--- src/rtl/core/quaternion_to_rotation_matrix_defines.svh ---
// Assertion macros shared by the quaternion to rotation matrix RTL.
`ifndef QUATERNION_TO_ROTATION_MATRIX_DEFINES_SVH
`define QUATERNION_TO_ROTATION_MATRIX_DEFINES_SVH

// Clocked check, masked while reset is high.
`define QRM_ASSERT(name, clk, rst, prop) \
   name: assert property (@(posedge clk) disable iff (rst) prop) \
      else $error("quaternion_to_rotation_matrix assertion failed");

// Clocked check that also holds during reset.
`define QRM_ASSERT_NR(name, clk, prop) \
   name: assert property (@(posedge clk) prop) \
      else $error("quaternion_to_rotation_matrix assertion failed");

`endif

--- src/rtl/core/qrm_pkg.sv ---
`timescale 1ns / 1ps
// ----------------------------------------------------------------------------
// qrm_pkg
// Lane numbering and shared constants of the quaternion to matrix pipeline.
// ----------------------------------------------------------------------------
package qrm_pkg;

   // one divider lane per matrix entry, row major
   localparam int NumLanes = 9;
   localparam int LaneM00  = 0;
   localparam int LaneM01  = 1;
   localparam int LaneM02  = 2;
   localparam int LaneM10  = 3;
   localparam int LaneM11  = 4;
   localparam int LaneM12  = 5;
   localparam int LaneM20  = 6;
   localparam int LaneM21  = 7;
   localparam int LaneM22  = 8;

   // quaternion component order inside the pipeline
   localparam int CompX = 0;
   localparam int CompY = 1;
   localparam int CompZ = 2;
   localparam int CompW = 3;

   // cross products: xy, xz, yz, wx, wy, wz
   localparam int PrXY = 0;
   localparam int PrXZ = 1;
   localparam int PrYZ = 2;
   localparam int PrWX = 3;
   localparam int PrWY = 4;
   localparam int PrWZ = 5;

endpackage

--- src/rtl/core/qrm_div_stage.sv ---
`timescale 1ns / 1ps
// ----------------------------------------------------------------------------
// qrm_div_stage
// One restoring division step for all nine lanes, registered, with handshake.
// ----------------------------------------------------------------------------
module qrm_div_stage #(
   parameter int DATA_WIDTH = 16,
   parameter bit SHIFT      = 1'b1
) (
   input  logic                                                  clock,
   input  logic                                                  reset,
   input  logic                                                  in_valid,
   output logic                                                  in_ready,
   input  logic [qrm_pkg::NumLanes-1:0][2*DATA_WIDTH+1:0]         in_rem,
   input  logic [qrm_pkg::NumLanes-1:0][DATA_WIDTH-1:0]           in_quo,
   input  logic [2*DATA_WIDTH:0]                                  in_den,
   input  logic [qrm_pkg::NumLanes-1:0]                           in_neg,
   input  logic                                                  in_zero,
   output logic                                                  out_valid,
   input  logic                                                  out_ready,
   output logic [qrm_pkg::NumLanes-1:0][2*DATA_WIDTH+1:0]         out_rem,
   output logic [qrm_pkg::NumLanes-1:0][DATA_WIDTH-1:0]           out_quo,
   output logic [2*DATA_WIDTH:0]                                  out_den,
   output logic [qrm_pkg::NumLanes-1:0]                           out_neg,
   output logic                                                  out_zero
);

   localparam int W  = DATA_WIDTH;
   localparam int RW = 2 * W + 2;

   logic                                        valid_ff;
   logic [qrm_pkg::NumLanes-1:0][RW-1:0]        rem_ff, rem_in;
   logic [qrm_pkg::NumLanes-1:0][W-1:0]         quo_ff, quo_in;
   logic [2*W:0]                                den_ff;
   logic [qrm_pkg::NumLanes-1:0]                neg_ff;
   logic                                        zero_ff;

   assign in_ready = !valid_ff || out_ready;

   always_comb begin
      logic [RW-1:0] part;
      logic          ge;
      for (int i = 0; i < qrm_pkg::NumLanes; i++) begin
         part = SHIFT ? {in_rem[i][RW-2:0], 1'b0} : in_rem[i];
         ge = part >= {1'b0, in_den};
         rem_in[i] = ge ? part - {1'b0, in_den} : part;
         quo_in[i] = {in_quo[i][W-2:0], ge};
      end
   end

   always_ff @(posedge clock) begin
      if (reset) begin
         valid_ff <= 1'b0;
      end else if (in_ready) begin
         valid_ff <= in_valid;
      end
   end

   always_ff @(posedge clock) begin
      if (in_ready && in_valid) begin
         rem_ff  <= rem_in;
         quo_ff  <= quo_in;
         den_ff  <= in_den;
         neg_ff  <= in_neg;
         zero_ff <= in_zero;
      end
   end

   assign out_valid = valid_ff;
   assign out_rem   = rem_ff;
   assign out_quo   = quo_ff;
   assign out_den   = den_ff;
   assign out_neg   = neg_ff;
   assign out_zero  = zero_ff;

endmodule

--- config.mk ---
export PLATFORM = sky130hd
export DESIGN_NAME = qrm_div_stage
export DESIGN_NICKNAME = d
export VERILOG_FILES = /design/src/rtl/core/quaternion_to_rotation_matrix_defines.svh /design/src/rtl/core/qrm_pkg.sv /design/src/rtl/core/qrm_div_stage.sv
export SDC_FILE = /design/constraint.sdc
export NUM_CORES = 1
export LEC_CHECK = 0
export BUFFER_PORTS_ARGS = -buffer_cell sky130_fd_sc_hd__buf_2
export CAP_MARGIN = 20
export CORE_AREA = 2 2 386 388
export DETAILED_ROUTE_END_ITERATION = 10
export DIE_AREA = 0 0 388 390
export PLACE_DENSITY = 0.38
export SYNTH_ARGS = -nofsm -noshare
export SYNTH_HDL_FRONTEND = slang
export SYNTH_SLANG_ARGS = --single-unit
--- constraint.sdc ---
create_clock -name clock -period 16.4 [get_ports clock]
set_clock_uncertainty 0.15 [all_clocks]
set_input_delay 0 -clock clock [delete_from_list [all_inputs] [get_ports clock]]
set_output_delay 0 -clock clock [all_outputs]
set_load 0.1 [all_outputs]
# Yosys cells after proc, flatten, opt, wreduce, memory -nomap -nowiden
# Index checks and enable logic that the tools add are counted.
# word_totals
regBits	494
in_bits	497
output_inout_bits	495
word_cells	61
# op_classes
n_addsub	9
order_cmp	9
muxes	9
n_reduce_logical	3
# op_table
operator	n
34-bit by 33-bit >= comparator with 1-bit output	9
34-bit two-way mux	9
34-bit by 33-bit subtractor with 34-bit output	9
1-bit logical AND	1
1-bit zero test	1
1-bit logical OR	1

# Logic depth before layout (Yosys ltp)
# logic_depth
word_depth	3
mapped_depth	14
mapped_depth_nobuf	12

# Worst setup path after synthesis
# No wires, ideal clock.
# synth_timing
kind	register to register
startpoint	register valid_ff, in the netlist out_valid
endpoint	register den_ff[0], in the netlist out_den[0] (enable)
setup_ns	0.917
arrival_time_ns	12.753
required_time_ns	15.333
path_slack_ns	2.580
path_stages_with_launch	3
n_path_buf	0
period_less_slack_ns	13.820
path_cell_list	dfxtp_1 nand2b_1 and2_1
# synth_between
elab_chain_len	3
# synth_lines
item	line_no	source
start: declaration	qrm_div_stage.sv:31	logic valid_ff;
start signal: assignment	qrm_div_stage.sv:55	valid_ff <= in_valid;
1-bit zero test	qrm_div_stage.sv:38	assign in_ready = !valid_ff || out_ready;
1-bit logical OR	qrm_div_stage.sv:38	
net in_ready	qrm_div_stage.sv:13	output logic in_ready,
1-bit logical AND	qrm_div_stage.sv:60	if (in_ready && in_valid) begin
end signal: assignment	qrm_div_stage.sv:63	den_ff <= in_den;
end: declaration	qrm_div_stage.sv:34	logic [2*W:0] den_ff;
# The timed path passes the listed nets, and every way through them passes these cells.
# A chain may end at the register's enable or synchronous reset.

==> flow_summary.ini <==
[routing]
antenna_violating_nets_post_route = 0
avgViaCountPerCell = 4.73
dr_total_vias = 34000
drt_pre_antenna_iters = 8
finalWirelength_um = 175000
final_routed_wire_length_divided_by_cell_count_um = 24.3
drt_drc_violations_left = 0
drtIter0Drc = 2082

[logic_synthesis]
ys_ff_latch = 494
syn_nets = 4189
synth_cell_type_count = 80
syn_inst = 3386
synth-edff-count = 493
syn-cell-area_um2 = 34000
synth-main-ff-cell = edfxtp_1
async_flop_share_pct = 0
synth_seq_area_share_pct = 43.7
synthesis.yosys.warnings = 0
syn_area_per_cell_um2 = 10.0

[cts]
clk-insertion-delay-late_ns = 0.67
cts_tree = yes
ctsResizeCount = 0
cts.repair_timing.setup_buffer_count = 0
clock-root-buffer = clkbuf_16
h_tree_levels = 3
tritoncts_num_sinks = 494
postCtsHoldBufs = 813
cts.reportedPaths.clkPinSlew_ns = 0.05
cts_made_buffers = 71
clockBufferDepth = 3

[die]
core_area_um2 = 147000
die_height_um = 390
die_x_um = 388
std_cell_rows = 141
die_area_um2 = 151000
num_io_pins = 992
initial_utilization_pct = 23.1

[sta]
tightest_slew_ns = 1.02
final.min_clock_period_ns = 5.41
clock.fmax_mhz = 185
fin_setup_tns_ns = 0
final.period_utilization_pct = 33.0
timing_hold_violations_final = 0
final_max_slew_viol_count = 0
grt_setup_unrepaired = false
slew_headroom_pct = 31.8
finalSetupViolCount = 0

[job]
maximum_capacitance_violations = 0

[pwr]
leakage_power_figure_uw = 0.0221
pwr_density_cell_nw_per_um2 = 106
vdd_ir_drop_max_v = 0.0000898

[global_route]
grt_start_max_net_pins = 73
antenna_found_initial = 63
wire_length_of_the_first_global_routing_pass_um = 242000
globalRouteOverflowTotal = 0
grt_pass1_vias = 33700
track_usage_pct = 22.3

[placed_design]
port-buffer-count = 973
post-place-cells = 6234
last_weighted_congestion_value_of_the_routability_driven_placer = 0.854
dpl.hpwl_um = 131000
placement.cell_area_um2 = 41300

[worst_hold_path]
hold_path.class = in2reg

[final_layout]
stdcell_area_um2 = 51700
drive_gt1_share_pct = 23.9
filler_cell_count = 15200
area_growth_pct = 52.4
instances_no_fill = 7196
finish.net_count = 5993

[setup_path]
crit_path_start_kind = input pin
crit_path_end_kind = register
worst-endpoint-arrival_ns = 5.78
critPathMaxFanout = 61
worst-setup-path-type = in2reg
critPathRequiredTime_ns = 16.77

[status]
outcome = completed
==> cell families (layout without fill, tap and decap cells) <==
logic type,after synthesis,count (layout),share of synthesized area (%)
flip-flops,494,494,43.7
AO/OA/AOI/OAI,1125,1125,20.8
other,0,22,0
XOR/XNOR,242,242,6.24
buffers and inverters,226,2084,2.58
AND/OR/NAND/NOR,913,913,12.6
adder cells (fa/ha/maj),306,306,11.5
multiplexers,80,80,2.72
==> registers in the layout (all words and copies together), names as in the netlist <==
name       flops
out_den       33
out_neg        9
out_quo      144
out_rem      306
out_valid      1
out_zero       1
==> final timing paths <==
| check | to | from | cells after the start | slack (ns) |
|---|---|---|---|---|
| worst max-delay path | out_rem[1]$_DFFE_PP_ | in_den[19] | 17 | 10.99 |
| worst min register to register | out_valid$_SDFFE_PP0N_ | out_valid$_SDFFE_PP0N_ | 3 | 0.95 |
| worst min-delay path | out_rem[179]$_DFFE_PP_ | in_rem[178] | 4 | 0.06 |
| worst max register to register | out_quo[61]$_DFFE_PP_ | out_valid$_SDFFE_PP0N_ | 4 | 12.95 |
==> placed cells by master, fill, tap and decap left out, drive strengths merged, types with 33 or more instances in the layout <==
master          n
nand2         340
a21o          169
buf          1023
inv           117
edfxtp        493
ha            297
nor2          224
o21bai         45
clkbuf         90
dlygate4sd3   813
mux2           78
nor3           34
clkinv         33
and3           37
a31oi          33
nand2b         53
o21ai         314
xnor2         134
nand4          44
o21a           39
xor2          108
nand3          64
a21oi         315
==> stage by stage <==
stage / setup slack (ns) / hold WS, ns / util [%] / total power, uW
after floorplan: 2.58 / -0.0809 / - / 3250
after global placement: 11.40 / 0.00747 / 28.1 / 3750
after detailed placement: 11.44 / 0.00745 / 28.1 / 3740
after CTS: 10.92 / 0.000173 / 35.1 / 5560
after global routing: 10.49 / 0.0125 / 35.1 / 5730
final: 10.99 / 0.0554 / 35.2 / 5490
==> power by group <==
group / switching [uW] / total [uW] / leakage (uW) / internal, uW
clock: 649 / 1560 / 0.00110 / 914
combinational: 1660 / 2310 / 0.0162 / 652
sequential: 47.6 / 1620 / 0.00479 / 1570
total: 2350 / 5490 / 0.0221 / 3140
==> layer usage <==
layer	vias to the layer above	wire length, um	part of all wire [%]	track usage [%]
met5	-	168	0.096	0
met4	24	6620	3.8	7.84
met3	230	12300	7.0	5.48
met2	1187	86000	49	39.2
met1	16100	69700	40	26.2
li1	16400	-	-	-
==> worst max-delay path, stage by stage <==
cell	delay (ns)
dlygate4sd3_1	0.52
buf_2	0.11
clkinv_1	0.63
buf_4	0.50
ha_1	0.36
a211oi_1	0.31
o211ai_1	0.24
a211oi_1	0.27
a21oi_1	0.14
o21ai_1	0.40
a21oi_1	0.14
nor4_2	0.23
buf_4	0.52
nand2_1	0.11
dlygate4sd3_1	0.57
o21ai_0	0.08
dlygate4sd3_1	0.57
==> cell usage after synthesis (9+ instances only) <==
library cell	instances	area, um^2
inv_1	118	443
clkbuf_1	98	368
a211o_1	9	78.8
xnor2_1	134	1170
and3_1	37	231
nor2b_1	19	119
nor2_1	224	841
o2111ai_1	12	105
nand4_1	44	275
o211ai_1	27	203
or3_1	17	106
nor4_1	13	81.3
fa_1	9	180
mux2_2	71	800
o21bai_1	45	338
a211oi_1	26	195
a21oi_1	315	1580
a21o_1	169	1270
a21boi_0	13	97.6
nand2_1	340	1280
nand3_1	64	320
o31ai_1	27	203
o21a_1	39	293
nor3_1	34	170
edfxtp_1	493	14800
nand2b_1	53	332
or2_2	9	56.3
xor2_1	108	946
ha_1	297	3720
a31oi_1	33	206
and2_1	20	125
o21ai_0	309	1550
==> layout make-up <==
type | count | area (um^2) | share of cell area (%)
timing repair buffer | 1836 | 13400 | 25.9
clock buffer | 90 | 1850 | 3.57
clock inverter | 37 | 424 | 0.820
sequential | 494 | 14800 | 28.7
inverter | 121 | 454 | 0.878
tap | 1930 | 2410 | 4.67
antenna | 22 | 55.1 | 0.106
multi-input combinational | 2666 | 18300 | 35.4
Note: power is estimated with default switching activity, not from simulation.
